`src/rtl/zero_escape_rle_decoder_top_macros.svh`:
```
// Assertion macros shared by the zero-escape run-length decoder modules.
`ifndef ZERO_ESCAPE_RLE_DECODER_TOP_MACROS_SVH
`define ZERO_ESCAPE_RLE_DECODER_TOP_MACROS_SVH
`ifndef ASSERT_OFF
`define ZERD_ASSERT(lbl, prop) \
	lbl: assert property (@(posedge clk) disable iff (!arst_n) prop) \
		else $error("zerd: assertion failed");
`define ZERD_NEVER(lbl, cond) \
	`ZERD_ASSERT(lbl, !(cond))
`else
`define ZERD_ASSERT(lbl, prop)
`define ZERD_NEVER(lbl, cond)
`endif
`endif

```
`src/rtl/zerd_pkg.sv`:
```
// Types and constants of the zero-escape run-length decoder.
package zerd_pkg;
	localparam int unsigned CNT_W           = 27;
	localparam int unsigned MAX_PLAIN_BYTES = 67108864;
	localparam logic [CNT_W-1:0] MAX_PLAIN  = CNT_W'(MAX_PLAIN_BYTES);

	// Register indexes of the write port
	localparam int unsigned   CFG_IDX_W      = 1;
	localparam logic [CFG_IDX_W-1:0] REG_PACKED_LENGTH = 1'b0;
	localparam logic [CFG_IDX_W-1:0] REG_PLAIN_LENGTH  = 1'b1;

	// Result queue geometry
	localparam int unsigned QDEPTH = 4;
	localparam int unsigned QPTR_W = $clog2(QDEPTH);
	localparam int unsigned QCNT_W = $clog2(QDEPTH + 1);

	typedef struct packed {
		logic [7:0] in_byte;
		logic       in_last;
	} item_t;

	typedef struct packed {
		logic [7:0]       run_value;
		logic [CNT_W-1:0] run_length;
		logic             run_last;
	} run_t;

	typedef enum logic [2:0] {
		PH_LIT = 3'b001,
		PH_VAL = 3'b010,
		PH_CNT = 3'b100
	} phase_t;

	// Words written to the result queue in one cycle
	typedef struct packed {
		logic [1:0] num;
		run_t       first;
		run_t       second;
	} push_t;
endpackage

```
`src/rtl/zero_escape_rle_decoder_top.sv`:
```
// Top level of the zero-escape run-length decoder.
// Decodes one packed byte per clock: a byte is taken into an input register, decoded
// there combinationally against the frame counters, and its results (a decoded run
// and, at the end of a frame, the padding run flagged run_last) go into a four-word
// result queue. A byte is taken every cycle while the queue holds at most two words;
// the queue drains one word per cycle while run_ready is high, so a byte that both
// yields a run and closes a frame puts two words in it. A byte passes the input
// register, then the queue. Write packed_length and plain_length only while no byte
// is in flight; a write takes effect at once, also in the middle of a frame.
`include "zero_escape_rle_decoder_top_macros.svh"
module zero_escape_rle_decoder_top (
	input  logic                               clk,
	input  logic                               arst_n,
	input  logic                               cfg_we,
	input  logic [zerd_pkg::CFG_IDX_W-1:0]     cfg_index,
	input  logic [zerd_pkg::CNT_W-1:0]         cfg_data,
	input  logic                               item_valid,
	output logic                               item_ready,
	input  zerd_pkg::item_t                    item,
	output logic                               run_valid,
	input  logic                               run_ready,
	output zerd_pkg::run_t                     run
);
	localparam int unsigned W = zerd_pkg::CNT_W;

	logic [W-1:0]     packed_len_q;
	logic [W-1:0]     plain_len_q;

	logic             valid_s1;
	logic [7:0]       byte_s1;
	logic             last_s1;

	zerd_pkg::phase_t phase_q;
	logic [7:0]       held_q;
	logic [W-1:0]     rd_cnt_q;
	logic [W-1:0]     wr_cnt_q;

	logic             room2;
	logic             adv;
	logic [W-1:0]     plain;
	logic             has_room;
	logic             active;
	logic [W-1:0]     room;
	logic [W-1:0]     byte_w;
	logic [W-1:0]     esc_cnt;
	logic             hit;
	logic [7:0]       hit_value;
	logic [W-1:0]     hit_len;
	zerd_pkg::phase_t phase_d;
	logic [7:0]       held_d;
	logic [W-1:0]     rd_inc;
	logic             frame_end;
	logic [W-1:0]     pad;
	zerd_pkg::run_t   run_word;
	zerd_pkg::run_t   pad_word;
	zerd_pkg::push_t  push;

	// Configuration registers
	always_ff @(posedge clk or negedge arst_n) begin
		if (!arst_n) begin
			packed_len_q <= '0;
			plain_len_q  <= '0;
		end else if (cfg_we) begin
			unique case (cfg_index)
				zerd_pkg::REG_PACKED_LENGTH: packed_len_q <= cfg_data;
				zerd_pkg::REG_PLAIN_LENGTH:  plain_len_q  <= cfg_data;
				default: ;
			endcase
		end
	end

	// Input register
	assign adv        = valid_s1 && room2;
	assign item_ready = !valid_s1 || adv;

	always_ff @(posedge clk or negedge arst_n) begin
		if (!arst_n) begin
			valid_s1 <= 1'b0;
		end else if (item_ready) begin
			valid_s1 <= item_valid;
		end
	end

	always_ff @(posedge clk) begin
		if (item_ready && item_valid) begin
			byte_s1 <= item.in_byte;
			last_s1 <= item.in_last;
		end
	end

	// Decode of the held byte
	always_comb begin
		plain    = (plain_len_q > zerd_pkg::MAX_PLAIN) ? zerd_pkg::MAX_PLAIN : plain_len_q;
		has_room = wr_cnt_q < plain;
		active   = (rd_cnt_q < packed_len_q) && has_room;
		room     = plain - wr_cnt_q;
		byte_w   = W'(byte_s1);
		esc_cnt  = (byte_w < room) ? byte_w : room;

		hit       = 1'b0;
		hit_value = byte_s1;
		hit_len   = W'(1);
		phase_d   = phase_q;
		held_d    = held_q;
		if (active) begin
			unique case (phase_q)
				zerd_pkg::PH_VAL: begin
					held_d  = byte_s1;
					phase_d = zerd_pkg::PH_CNT;
				end
				zerd_pkg::PH_CNT: begin
					hit       = esc_cnt != '0;
					hit_value = held_q;
					hit_len   = esc_cnt;
					phase_d   = zerd_pkg::PH_LIT;
				end
				default: begin
					if (byte_s1 != 8'd0) begin
						hit     = 1'b1;
						phase_d = zerd_pkg::PH_LIT;
					end else begin
						phase_d = zerd_pkg::PH_VAL;
					end
				end
			endcase
		end

		rd_inc    = rd_cnt_q + W'(1);
		frame_end = last_s1 || (rd_inc >= packed_len_q);
		// a run never exceeds the room left, so the pad is room minus the run
		pad       = has_room ? (room - (hit ? hit_len : '0)) : '0;

		run_word.run_value  = hit_value;
		run_word.run_length = hit_len;
		run_word.run_last   = 1'b0;
		pad_word.run_value  = 8'd0;
		pad_word.run_length = pad;
		pad_word.run_last   = 1'b1;

		push.num    = adv ? (2'(hit) + 2'(frame_end)) : 2'd0;
		push.first  = hit ? run_word : pad_word;
		push.second = pad_word;
	end

	// Frame state
	always_ff @(posedge clk or negedge arst_n) begin
		if (!arst_n) begin
			phase_q  <= zerd_pkg::PH_LIT;
			held_q   <= '0;
			rd_cnt_q <= '0;
			wr_cnt_q <= '0;
		end else if (adv) begin
			if (frame_end) begin
				phase_q  <= zerd_pkg::PH_LIT;
				held_q   <= '0;
				rd_cnt_q <= '0;
				wr_cnt_q <= '0;
			end else begin
				phase_q  <= phase_d;
				held_q   <= held_d;
				rd_cnt_q <= rd_inc;
				wr_cnt_q <= wr_cnt_q + (hit ? hit_len : '0);
			end
		end
	end

	zerd_run_queue u_queue (
		.clk       (clk),
		.arst_n    (arst_n),
		.push      (push),
		.room2     (room2),
		.run_valid (run_valid),
		.run_ready (run_ready),
		.run       (run)
	);

	`ZERD_ASSERT(a_phase_onehot, $onehot(phase_q))
	`ZERD_NEVER(a_empty_run_not_last, run_valid && !run.run_last && run.run_length == '0)
	`ZERD_ASSERT(a_stall_holds_byte, valid_s1 && !adv |=> valid_s1 && $stable(byte_s1) && $stable(last_s1))
	`ZERD_NEVER(a_escape_hit, hit && phase_q == zerd_pkg::PH_VAL)
endmodule

```
`src/rtl/zerd_run_queue.sv`:
```
// Small result queue that takes up to two words per cycle and gives at most one.
`include "zero_escape_rle_decoder_top_macros.svh"
module zerd_run_queue (
	input  logic            clk,
	input  logic            arst_n,
	input  zerd_pkg::push_t push,
	output logic            room2,
	output logic            run_valid,
	input  logic            run_ready,
	output zerd_pkg::run_t  run
);
	zerd_pkg::run_t                     entry_q [zerd_pkg::QDEPTH];
	logic [zerd_pkg::QPTR_W-1:0]        wr_ptr_q;
	logic [zerd_pkg::QPTR_W-1:0]        rd_ptr_q;
	logic [zerd_pkg::QCNT_W-1:0]        count_q;
	logic                               pop;
	logic [zerd_pkg::QPTR_W-1:0]        wr_ptr_b;

	assign pop       = run_valid && run_ready;
	assign run_valid = count_q != '0;
	assign run       = entry_q[rd_ptr_q];
	assign room2     = count_q <= zerd_pkg::QCNT_W'(zerd_pkg::QDEPTH - 2);
	assign wr_ptr_b  = wr_ptr_q + zerd_pkg::QPTR_W'(1);

	always_ff @(posedge clk) begin
		if (push.num != 2'd0) begin
			entry_q[wr_ptr_q] <= push.first;
		end
		if (push.num == 2'd2) begin
			entry_q[wr_ptr_b] <= push.second;
		end
	end

	always_ff @(posedge clk or negedge arst_n) begin
		if (!arst_n) begin
			wr_ptr_q <= '0;
			rd_ptr_q <= '0;
			count_q  <= '0;
		end else begin
			wr_ptr_q <= wr_ptr_q + zerd_pkg::QPTR_W'(push.num);
			if (pop) begin
				rd_ptr_q <= rd_ptr_q + zerd_pkg::QPTR_W'(1);
			end
			count_q <= count_q + zerd_pkg::QCNT_W'(push.num)
				- zerd_pkg::QCNT_W'(pop);
		end
	end

	`ZERD_NEVER(a_q_overflow, count_q > zerd_pkg::QCNT_W'(zerd_pkg::QDEPTH))
	`ZERD_NEVER(a_q_push_full, (push.num == 2'd3) || (push.num != 2'd0 && !room2))
	`ZERD_ASSERT(a_q_ptr_gap, zerd_pkg::QPTR_W'(wr_ptr_q - rd_ptr_q) == zerd_pkg::QPTR_W'(count_q))
endmodule

```
`config.mk`:
```
export PLATFORM = sky130hd
export DESIGN_NAME = zero_escape_rle_decoder_top
export DESIGN_NICKNAME = d
export VERILOG_FILES = /design/src/rtl/zerd_pkg.sv /design/src/rtl/zero_escape_rle_decoder_top.sv /design/src/rtl/zerd_run_queue.sv
export VERILOG_INCLUDE_DIRS = /design/src /design/src/rtl
export SDC_FILE = /design/constraint.sdc
export NUM_CORES = 1
export LEC_CHECK = 0
export ABC_AREA = 1
export BUFFER_PORTS_ARGS = -buffer_cell sky130_fd_sc_hd__buf_4
export CORE_MARGIN = 2
export CORE_UTILIZATION = 50
export CTS_BUF_LIST = sky130_fd_sc_hd__clkbuf_2 sky130_fd_sc_hd__clkbuf_4 sky130_fd_sc_hd__clkbuf_8
export DETAILED_ROUTE_END_ITERATION = 8
export GPL_ROUTABILITY_DRIVEN = 0
export PLACE_DENSITY = 0.67
export SYNTH_ARGS = -nofsm -noshare
export SYNTH_HDL_FRONTEND = slang
export SYNTH_SLANG_ARGS = --single-unit
export TNS_END_PERCENT = 50
```
`constraint.sdc`:
```
create_clock -name clk -period 7.5 [get_ports clk]
set_clock_uncertainty 0.15 [all_clocks]
set_input_delay 1.125 -clock clk [delete_from_list [all_inputs] [get_ports clk]]
set_output_delay 1.125 -clock clk [all_outputs]
set_load 0.02 [all_outputs]
```
### Word level (Yosys, flattened, before mapping)

Memories as Yosys holds them, arrays and structs flattened.
Cells that the tools add are included.

| operators by class | value |
|---|---|
| $add $sub $neg | 10 |
| $lt $le $gt $ge | 6 |
| equality and inequality tests | 3 |
| mux-type cells | 26 |
| bitwise gates (word level) | 1 |
| reductions and logical operators | 17 |

Operator list:

| kind | count |
|---|---|
| 2-to-1 mux 27 bit | 8 |
| less-than comparator 27 bit | 2 |
| subtractor 27 bit | 2 |
| 2-to-1 mux 8 bit | 5 |
| 2-to-1 mux 36 bit | 1 |
| adder 27 x 1 -> 27 bit, second input constant | 1 |
| adder 27 bit | 1 |
| greater-or-equal comparator 27 bit | 1 |
| > comparator 27 bit, second input constant | 1 |
| less-than comparator 8 x 27 -> 1 bit | 1 |
| nonzero test 27 bit | 1 |
| nonzero test 8 bit | 1 |
| 2-to-1 mux 1 bit | 6 |
| 2-to-1 mux 3 bit | 2 |
| case mux 3 bit (2 select lines) | 1 |
| AND reduction 2 bit | 3 |
| nonzero test 2 bit | 3 |
| adder 2 x 1 -> 2 bit, second input constant | 2 |
| logical AND 1 bit | 4 |
| 2-to-1 mux 2 bit | 2 |
| adder 3 x 2 -> 3 bit | 1 |
| == test 3 x 2 -> 1 bit, second input constant | 1 |
| == test 3 bit, second input constant | 1 |
| less-or-equal comparator 3 x 2 -> 1 bit, second input constant | 1 |
| other kinds (10) | 11 |

| word-level totals | value |
|---|---|
| register bits after elaboration | 136 |
| RAM bits | 144 |
| input port bits | 42 |
| output and inout bits | 38 |
| logic and storage cells | 76 |
| memories kept | 1 |

Memory list:

| name | words | bits a word | read ports | clocked after Yosys merged registers in | wr ports | line | text |
|---|---|---|---|---|---|---|---|
| u_queue.entry_q | 4 | 36 | 1 | 0 | 2 | zerd_run_queue.sv:12 | `zerd_pkg::run_t entry_q [zerd_pkg::QDEPTH];` |

### Longest topological paths before layout

Gate-level depths: netlist (run 1).

| logic depth | value |
|---|---|
| depth after elaboration | 13 |
| depth in mapped cells | 53 |
| gate-level depth less buffers | 51 |

### By module

Synthesis (run 1) repeated with hierarchy kept, for this count alone.

| unflattened totals | value |
|---|---|
| cells, all modules | 2818 |
| area total of the unflattened synthesis | 20400.8 um^2 |

Modules (own cells, without submodules):

| module | times used | cells an instance | area an instance (um^2) | seq. area each (um^2) |
|---|---|---|---|---|
| zero_escape_rle_decoder_top | 1 | 1823 | 12304.3 | 3274.4 |
| zerd_run_queue | 1 | 995 | 8096.5 | 4499.3 |

### Worst setup path before layout (run 1)

No wires, ideal clock.

| timing path | value |
|---|---|
| path type | flip-flop to flip-flop |
| from | register plain_len_q[22] |
| to | memory u_queue.entry_q[0][24] (netlist name) (data pin) |
| setup time | 253 ps |
| arrival | 6132 ps |
| required time | 7097 ps |
| setup slack | 966 ps |
| cell stages (with the launch flop) | 52 |
| cell sequence | dfrtp_1 > nor4_1 > nand3_1 > nor3_1 > nand3_1 > and2_1 > clkbuf_1 > clkbuf_1 > nor2_1 > ha_1 > nand2_1 > inv_1 > nand2_1 > nand2_1 > inv_2 > nand2_1 > xor2_1 > inv_1 > [16 not listed] > ha_1 > inv_1 > nand3_1 > nand2_1 > a21boi_0 > inv_1 > a21o_1 > a21oi_1 > inv_1 > a21oi_1 > o21bai_1 > nand3_1 > nand2_1 > or2_2 > nand3_1 > inv_1 > nand2_1 > nand2_1 |

RTL lines:

| what | line | text |
|---|---|---|
| start: declaration | zero_escape_rle_decoder_top.sv:27 | `logic [W-1:0] plain_len_q;` |
| start signal: assignment | zero_escape_rle_decoder_top.sv:66 | `zerd_pkg::REG_PLAIN_LENGTH: plain_len_q <= cfg_data;` |
| end: declaration | zerd_run_queue.sv:12 |  |

### Worst setup path in the final report (run 1)

| timing path | value |
|---|---|
| from | register plain_len_q[25] |
| to | register wr_cnt_q[18] |

| on the way | value |
|---|---|
| word-level cells in the longest chain between the ends | 11 |
| elaborated cells on any way between the ends | 15 |
| those cells by class | add/sub: 2; order compare: 3; mux: 8; reduce/logical: 2 |

RTL lines:

| what | line | text |
|---|---|---|
| > comparator 27 bit | zero_escape_rle_decoder_top.sv:93 | `plain = (plain_len_q > zerd_pkg::MAX_PLAIN) ? zerd_pkg::MAX_PLAIN : plain_len_q;` |
| 2-to-1 mux 27 bit * | zero_escape_rle_decoder_top.sv:93 |  |
| subtractor 27 bit | zero_escape_rle_decoder_top.sv:96 | `room = plain - wr_cnt_q;` |
| less-than comparator 8 x 27 -> 1 bit | zero_escape_rle_decoder_top.sv:98 | `esc_cnt = (byte_w < room) ? byte_w : room;` |
| 2-to-1 mux 27 bit | zero_escape_rle_decoder_top.sv:98 |  |
| nonzero test 27 bit | zero_escape_rle_decoder_top.sv:112 | `hit = esc_cnt != '0;` |
| case mux 1 bit (2 select lines) | zero_escape_rle_decoder_top.sv:106 | `unique case (phase_q)` |
| 2-to-1 mux 1 bit | zero_escape_rle_decoder_top.sv:105 | `if (active) begin` |
| 2-to-1 mux 27 bit * | zero_escape_rle_decoder_top.sv:162 | `wr_cnt_q <= wr_cnt_q + (hit ? hit_len : '0);` |
| adder 27 bit * | zero_escape_rle_decoder_top.sv:162 |  |
| 2-to-1 mux 27 bit * | zero_escape_rle_decoder_top.sv:153 | `if (frame_end) begin` |
| end signal: assignment | zero_escape_rle_decoder_top.sv:162 |  |
| end: declaration | zero_escape_rle_decoder_top.sv:36 | `logic [W-1:0] wr_cnt_q;` |

Every way passes the cells marked *; elsewhere a longest branch is shown, timed or not.
A chain may end at the register's enable or synchronous reset.

==> tab_implementation.tex, run 1 <==
\begin{tabular}{lr}
\hline
Metric & Value \\
\hline
\multicolumn{2}{l}{\textbf{Power and ir drop}} \\
Gate power share & 60.0\% \\
Switching Power & 4.47 mW \\
Sequential share of power & 24.2\% \\
Leak pwr & 11.0 nW \\
Max rail drop VDD & 0.201 mV \\
Clock power share & 15.8\% \\
P\_int & 4.55 mW \\
Total power per unit cell area & 408 mW/mm2 \\
Switching Share & 49.5\% \\
\multicolumn{2}{l}{\textbf{Min path}} \\
Class of the worst hold path & in2async \\
\multicolumn{2}{l}{\textbf{Detailed routing}} \\
Drt drc & 0 \\
Via Count & 18.1k \\
Post-DRT Antenna Nets & 0 \\
Detailed router's first-iteration violation count & 1,215 \\
Aggregate routed wire length & 54,300 um \\
Ratio of routed vias to standard cells & 5.36 \\
Wirelength per Cell & 16.1 um \\
Number of detailed-routing iterations run before antenna repair & 6 \\
\multicolumn{2}{l}{\textbf{GRT}} \\
Via count of the first global-routing pass & 17.5k \\
All-Layer GR Usage & 26.5\% \\
Maximum number of pins on one net before global-route repair & 76 \\
Global-route wire length before repair & 87,300 um \\
Antenna violations before repair & 0 \\
GRT overflow & 0 \\
\multicolumn{2}{l}{\textbf{STA}} \\
Number of hold-slack violations in the final timing report & 0 \\
Hold Slack & 294 ps \\
Transition time at the pin with the least slew margin & 988 ps \\
Setup TNS & 0 ps \\
Number of max-slew violations in the final report & 0 \\
Final clock period utilization by the worst path & 92.9\% \\
Number of endpoints failing setup at the final stage & 0 \\
Post-route minimum period & 6960 ps \\
Worst slew margin relative to its limit & 34.1\% \\
Worst setup margin & 536 ps \\
Highest clock rate & 0.144 GHz \\
\multicolumn{2}{l}{\textbf{Clock network}} \\
Total clock buffers created by CTS & 48 \\
Clock Latency Late Sink & 630 ps \\
Hold buffers post-CTS & 0 \\
Clock transition at the registers of the reported paths & 70 ps \\
Clock tree from TritonCTS & done \\
Number of buffers on the longest clock path & 3 \\
Total number of H-tree levels & 2 \\
Number of sinks on the clock net & 280 \\
CTS root buffer & clkbuf\_8 \\
\multicolumn{2}{l}{\textbf{Layout}} \\
Share of final-layout standard cells stronger than drive strength 1 & 11.4\% \\
Count of placed standard cells in the final layout, fillers left out & 3,369 \\
Final net count & 3,006 \\
Layout Area Growth over Synthesis & 13.5\% \\
Antenna diode count & 0 \\
Final standard cell utilization of the core & 57.4\% \\
\multicolumn{2}{l}{\textbf{Synthesis}} \\
Dominant cells by area after synthesis & edfxtp\_1 18\%, dfrtp\_1 16\%, nand2\_1 16\% \\
Warnings from Yosys & 0 \\
Count of different cell masters after synthesis & 58 \\
Cell taking the most area after synthesis & edfxtp\_1 \\
Instance count of the mapped netlist & 2,679 \\
Average footprint of a synthesized cell & 7.28 um2 \\
Number of flops mapped to enable cells by yosys & 117 \\
\#FFs+latches synth & 280 \\
Most frequently used flop master after synthesis & dfrtp\_1 \\
Asr flop ratio synth & 45.4\% \\
Most common cell in the netlist & nand2\_1 \\
Top cell type's share of synthesized area & 18.0\% \\
Leading cell types by count after synthesis & 812 x nand2\_1, 370 x inv\_1, 224 x nor2\_1 \\
Synthesized area & 0.0195 mm2 \\
Sequential-to-total area share from yosys stat & 38.0\% \\
\multicolumn{2}{l}{\textbf{Worst setup path}} \\
Critical Path Source Type & flip-flop \\
Delay of the slowest critical-path stage & 400 ps \\
Slowest stage cell, crit path & dfrtp\_1 \\
CP max FO & 12 \\
Most used cell along the critical path & nand2\_1 \\
WP data required & 7830 ps \\
Endpoint kind of the worst setup timing path & flip-flop \\
Path type of the worst setup path & reg2reg \\
Critical path arrival & 7290 ps \\
\multicolumn{2}{l}{\textbf{Floorplan}} \\
Width of the die & 201 um \\
Number of rows in the core area & 72 \\
Die footprint & 0.0406 mm2 \\
IO Count & 80 \\
Initial Util & 50.5\% \\
Core region area & 0.0386 mm2 \\
Die Y & 201 um \\
\multicolumn{2}{l}{\textbf{Placement}} \\
Worst slack after detailed placement & -61.1 ps \\
Number of I/O port buffers & 79 \\
Cell Count Post-Placement & 3,264 \\
Post-detail-place hpwl & 38,700 um \\
\multicolumn{2}{l}{\textbf{Status}} \\
Outcome & finished clean \\
\multicolumn{2}{l}{\textbf{Flow run}} \\
Count of max-cap constraint violations & 0 \\
\hline
\end{tabular}
worst paths after layout:
path / slack, ps / start / endpoint / cells after the start
setup / recovery: 540 / plain_len_q[25]$_DFFE_PN0P_ / wr_cnt_q[18]$_DFFE_PN0P_ / 45
hold / removal: 290 / arst_n / packed_len_q[14]$_DFFE_PN0P_ / 1
max in group asynchronous: 5480 / arst_n / u_queue.rd_ptr_q[0]$_DFFE_PN0P_ / 2
min in group clk: 300 / u_queue.entry_q[1][33]$_SDFFE_PP0P_ / u_queue.entry_q[1][33]$_SDFFE_PP0P_ / 2
hold reg to reg: 300 / u_queue.entry_q[1][33]$_SDFFE_PP0P_ / u_queue.entry_q[1][33]$_SDFFE_PP0P_ / 2
setup reg to reg: 540 / plain_len_q[25]$_DFFE_PN0P_ / wr_cnt_q[18]$_DFFE_PN0P_ / 45
timing repair:
action                                  CTS  global route
setup buffers                             0            15
pin swaps                                 0            15
endpoints found under the setup margin    9           218
resized for setup                         2            61
gates cloned                              0             2
registers in the layout, summed over array words and instances, names as in the netlist:
signal and flops:
phase_q 3, u_queue.entry_q 144, packed_len_q 27, byte_s1 8, valid_s1 1, rd_cnt_q 27, wr_cnt_q 27, u_queue.wr_ptr_q 2
plain_len_q 27, u_queue.rd_ptr_q 2, held_q 8, last_s1 1, u_queue.count_q 3
cells in the final DEF (no fill, tap or decap), types with 88 or more instances in the layout:
cell type / synthesis / layout
nand2_1: 812 / 808
inv_1: 370 / 369
nor2_1: 224 / 208
o21ai_0: 199 / 198
ha_1: 147 / 137
dfrtp_1: 126 / 125
buf_4: 1 / 119
edfxtp_1: 117 / 117
a21oi_1: 108 / 100
nand3_1: 90 / 88
logic make-up (layout without fill, tap and decap cells):
| group | Yosys count | after routing | share of synthesized area (%) |
|---|---|---|---|
| buffers and inverters | 455 | 589 | 8.92 |
| AND/OR/NAND/NOR | 1272 | 1274 | 27.5 |
| AO/OA/AOI/OAI | 457 | 457 | 12.8 |
| other | 2 | 38 | 0.0385 |
| XOR/XNOR | 62 | 62 | 2.79 |
| flip-flops | 280 | 280 | 38.0 |
| adder cells (fa/ha/maj) | 151 | 151 | 9.85 |
area by class of cell:
| class | instances | area (um2) |
|---|---|---|
| Tap cell | 518 | 648 |
| Clock inverter | 16 | 104 |
| Inverter | 380 | 1430 |
| Multi-Input combinational cell | 1982 | 10700 |
| Sequential cell | 280 | 7410 |
| Clock buffer | 72 | 878 |
| Timing Repair Buffer | 121 | 916 |
| Fill cell | 3751 | 16400 |
routing by layer:
layer / GRT usage, % / vias to the layer above / share of wire (%) / wire (um)
met2: 45.9 / 600 / 48 / 25900
met4: 9.45 / 0 / 3.0 / 1630
li1: - / 8978 / - / -
met5: 0 / - / 0 / 0
met1: 33.7 / 8362 / 43 / 23500
met3: 3.79 / 128 / 5.9 / 3200
stage by stage:
step / area, um2 / power, mW
2_1_floorplan: 19600 / 5.90
3_3_place_gp: 20800 / 7.26
3_5_place_dp: 20800 / 7.38
4_1_cts: 21800 / 8.84
5_1_grt: 22100 / 9.77
6_report: 22100 / 9.02
worst max-delay path, delay by kind of cell, from the launching register on:
family / cells / cell delay (ps)
buffers and inverters: 6 / 560
DFF: 1 / 400
and+or+nand+nor: 28 / 3690
adders and majority gates: 3 / 850
AOI/OAI and AO/OA: 8 / 1120
power groups by stage:
stage                     Clock [mW]  Combinational, mW  Sequential, mW
after floorplan                    0               3.75            2.15
after CTS                       1.46               5.20            2.19
after global routing            1.52               6.03            2.23
final                           1.42               5.42            2.19
after detailed placement           0               5.17            2.21
after global placement             0               5.06            2.20
No activity file was read; power rests on OpenSTA's default activity.
==> run 2: changes to the inputs <==
CORE_ASPECT_RATIO = 0.5   (was not set)
CTS_CLUSTER_SIZE = 28   (was not set)
==> run 2 against run 1 <==
Against the previous run: sequential power about the same; wire length down 2.3%; sequential cell count unchanged; first-iteration DRC count grew 4.4%; setup slack lost 1.5 ps; worst hold slack gained 13 ps; fmax about the same; critical path depth decreased by 5; die area grew 0.23%; non-clock buffer count decreased by 11; global-route usage down 0.49 points; power about the same; largest cell class unchanged.
==> tab_implementation.tex, run 2 (synthesis results as in run 1) <==
\begin{tabular}{lr}
\hline
Metric & Value \\
\hline
\multicolumn{2}{l}{\textbf{GRT}} \\
Via count of the first global-routing pass & 16.5k (-5.6\%) \\
Antenna violations before repair & 1 (+1) \\
Global-route wire length before repair & 84,800 um (-2.8\%) \\
Maximum number of pins on one net before global-route repair & 80 (+5.3\%) \\
All-Layer GR Usage & 26.0\% (-0.49 points) \\
GRT overflow & 0 (unchanged) \\
\multicolumn{2}{l}{\textbf{Worst setup path}} \\
Critical Path Source Type & flip-flop \\
Delay of the slowest critical-path stage & 460 ps (+60 ps) \\
WP data required & 7870 ps (+40 ps) \\
Kind of cell adding the most delay to the critical path & simple AND/OR/NAND/NOR gates \\
Endpoint kind of the worst setup timing path & flip-flop \\
Worst path bufs/invs & 8 (+2) \\
Most used cell along the critical path & nand2\_1 \\
Critical path arrival & 7340 ps (+50 ps) \\
Path type of the worst setup path & reg2reg \\
CP max FO & 28 (+16) \\
Slowest stage cell, crit path & nand2\_1 \\
\multicolumn{2}{l}{\textbf{Detailed routing}} \\
Routed length on met2 & 23,300 um (-10\%) \\
Wirelength per Cell & 15.8 um (-2.1\%) \\
DR WL met3 & 3200 um (unchanged) \\
Number of detailed-routing iterations run before antenna repair & 6 (unchanged) \\
M1 wire length & 25,400 um (+8.1\%) \\
Highest metal layer with signal wires & met4 \\
Drt drc & 0 (unchanged) \\
Ratio of routed vias to standard cells & 5.25 (-2.0\%) \\
Via Count & 17.7k (-2.2\%) \\
Detailed router's first-iteration violation count & 1,269 (+4.4\%) \\
Aggregate routed wire length & 53,000 um (-2.3\%) \\
Post-DRT Antenna Nets & 0 (unchanged) \\
\multicolumn{2}{l}{\textbf{Layout}} \\
Cell area after layout & 0.0219 mm2 (-0.78\%) \\
Final net count & 2,989 (-0.57\%) \\
Flip-flop count of the largest register after layout & 144 (unchanged) \\
Count of placed standard cells in the final layout, fillers left out & 3,362 (-0.21\%) \\
Final standard cell utilization of the core & 56.8\% (-0.61 points) \\
Leading cell type in the layout, fill and taps excluded & nand2\_1 \\
Share of final-layout standard cells stronger than drive strength 1 & 9.82\% (-1.6 points) \\
Layout Area Growth over Synthesis & 12.6\% \\
Register ranked first by flip-flop count & u\_queue.entry\_q \\
Most frequent cells in the layout & 811 x nand2\_1, 370 x inv\_1, 219 x nor2\_1 \\
\multicolumn{2}{l}{\textbf{Power and ir drop}} \\
Max rail drop VDD & 0.218 mV (+8.6\%) \\
Leak pwr & 10.9 nW (-0.66\%) \\
Post-route total power & 9.03 mW (about the same) \\
Total power per unit cell area & 411 mW/mm2 (+0.82\%) \\
\multicolumn{2}{l}{\textbf{Clock network}} \\
Clock tree from TritonCTS & done \\
CTS root buffer & clkbuf\_8 \\
Clock transition at the registers of the reported paths & 70 ps (about the same) \\
Total clock buffers created by CTS & 44 (-8.3\%) \\
Total number of H-tree levels & 2 (unchanged) \\
Clock Latency Late Sink & 610 ps (-20 ps) \\
Number of sinks on the clock net & 280 (unchanged) \\
Number of buffers on the longest clock path & 3 (unchanged) \\
\multicolumn{2}{l}{\textbf{STA}} \\
Number of max-slew violations in the final report & 0 (unchanged) \\
Transition time at the pin with the least slew margin & 902 ps (-86.4 ps) \\
Highest clock rate & 0.144 GHz (about the same) \\
Number of hold-slack violations in the final timing report & 0 (unchanged) \\
Worst slew margin relative to its limit & 39.5\% (+5.4 points) \\
Post-route minimum period & 6970 ps (+1.54 ps) \\
Worst setup margin & 534 ps (-1.54 ps) \\
Final clock period utilization by the worst path & 92.9\% (about the same) \\
Number of endpoints failing setup at the final stage & 0 (unchanged) \\
\multicolumn{2}{l}{\textbf{Floorplan}} \\
Width of the die & 283 um (+41\%) \\
IO Count & 80 (unchanged) \\
Die Y & 144 um (-29\%) \\
Core region area & 0.0387 mm2 (+0.29\%) \\
Initial Util & 50.4\% (-0.15 points) \\
Number of rows in the core area & 51 (-29\%) \\
Die footprint & 0.0407 mm2 (+0.23\%) \\
\multicolumn{2}{l}{\textbf{Min path}} \\
Class of the worst hold path & reg2reg \\
\multicolumn{2}{l}{\textbf{Placement}} \\
Post-detail-place hpwl & 37,400 um (-3.2\%) \\
Cell Count Post-Placement & 3,277 (+0.40\%) \\
Number of I/O port buffers & 79 (unchanged) \\
Area after detailed placement & 0.0209 mm2 (+0.29\%) \\
Worst slack after detailed placement & 194 ps (+255 ps) \\
\multicolumn{2}{l}{\textbf{Status}} \\
Outcome & finished clean \\
\multicolumn{2}{l}{\textbf{Flow run}} \\
Count of max-cap constraint violations & 0 (unchanged) \\
\hline
\end{tabular}
[run 2: metal layers]
metal  up-vias  GRT usage [%]
met2       503           42.0
met3        90           3.81
met5         -              0
li1       8942              -
met1      8131           36.8
met4         0           6.60
[run 2: final cells by class]
| cell class | instances | area [um2] |
|---|---|---|
| fillers | 3725 | 16700 |
| multi-input cells | 1980 | 10600 |
| flip-flops and latches | 280 | 7410 |
| inverters | 380 | 1430 |
| clock buffers | 73 | 886 |
| repair buffers | 110 | 871 |
| well taps | 530 | 663 |
| clock inverters | 8 | 77.6 |
| diodes | 1 | 2.50 |
[run 2: metrics by stage]
stage / hold WS, ps / setup TNS, ps
after floorplan: 279 / 0
after global placement: 288 / 0
after detailed placement: 296 / 0
after CTS: 306 / 0
after global routing: 321 / -93.7
final: 307 / 0
[run 2: report_power, final]
| group | internal [mW] | switching [mW] | total (mW) |
|---|---|---|---|
| Combinational | 1.74 | 3.67 | 5.42 |
| Sequential | 2.01 | 0.165 | 2.17 |
| Clock | 0.784 | 0.655 | 1.44 |
[run 2: worst min-delay path, stage by stage, from the launching register on]
cell	delay (ps)
dfxtp_1	310
nand2_1	50
o21ai_1	50
[run 2: worst paths after layout]
| kind | startpoint | endpoint | slack, ps | depth (start not counted) |
|---|---|---|---|---|
| max reg2reg | plain_len_q[22]$_DFFE_PN0P_ | u_queue.entry_q[2][33]$_SDFFE_PP0P_ | 530 | 40 |
| max | plain_len_q[22]$_DFFE_PN0P_ | u_queue.entry_q[2][33]$_SDFFE_PP0P_ | 530 | 40 |
| min | u_queue.entry_q[1][32]$_SDFFE_PP0P_ | u_queue.entry_q[1][32]$_SDFFE_PP0P_ | 310 | 2 |
| min reg2reg | u_queue.entry_q[1][32]$_SDFFE_PP0P_ | u_queue.entry_q[1][32]$_SDFFE_PP0P_ | 310 | 2 |
| min in group asynchronous | arst_n | wr_cnt_q[8]$_DFFE_PN0P_ | 420 | 1 |
| max in group asynchronous | arst_n | u_queue.rd_ptr_q[0]$_DFFE_PN0P_ | 5560 | 2 |
[run 2: what timing repair did]
item	4_1_cts	5_1_grt
endpoints found under the setup margin	0	171
hold buffers	0	0
gates resized for setup	0	29
buffers inserted	0	3
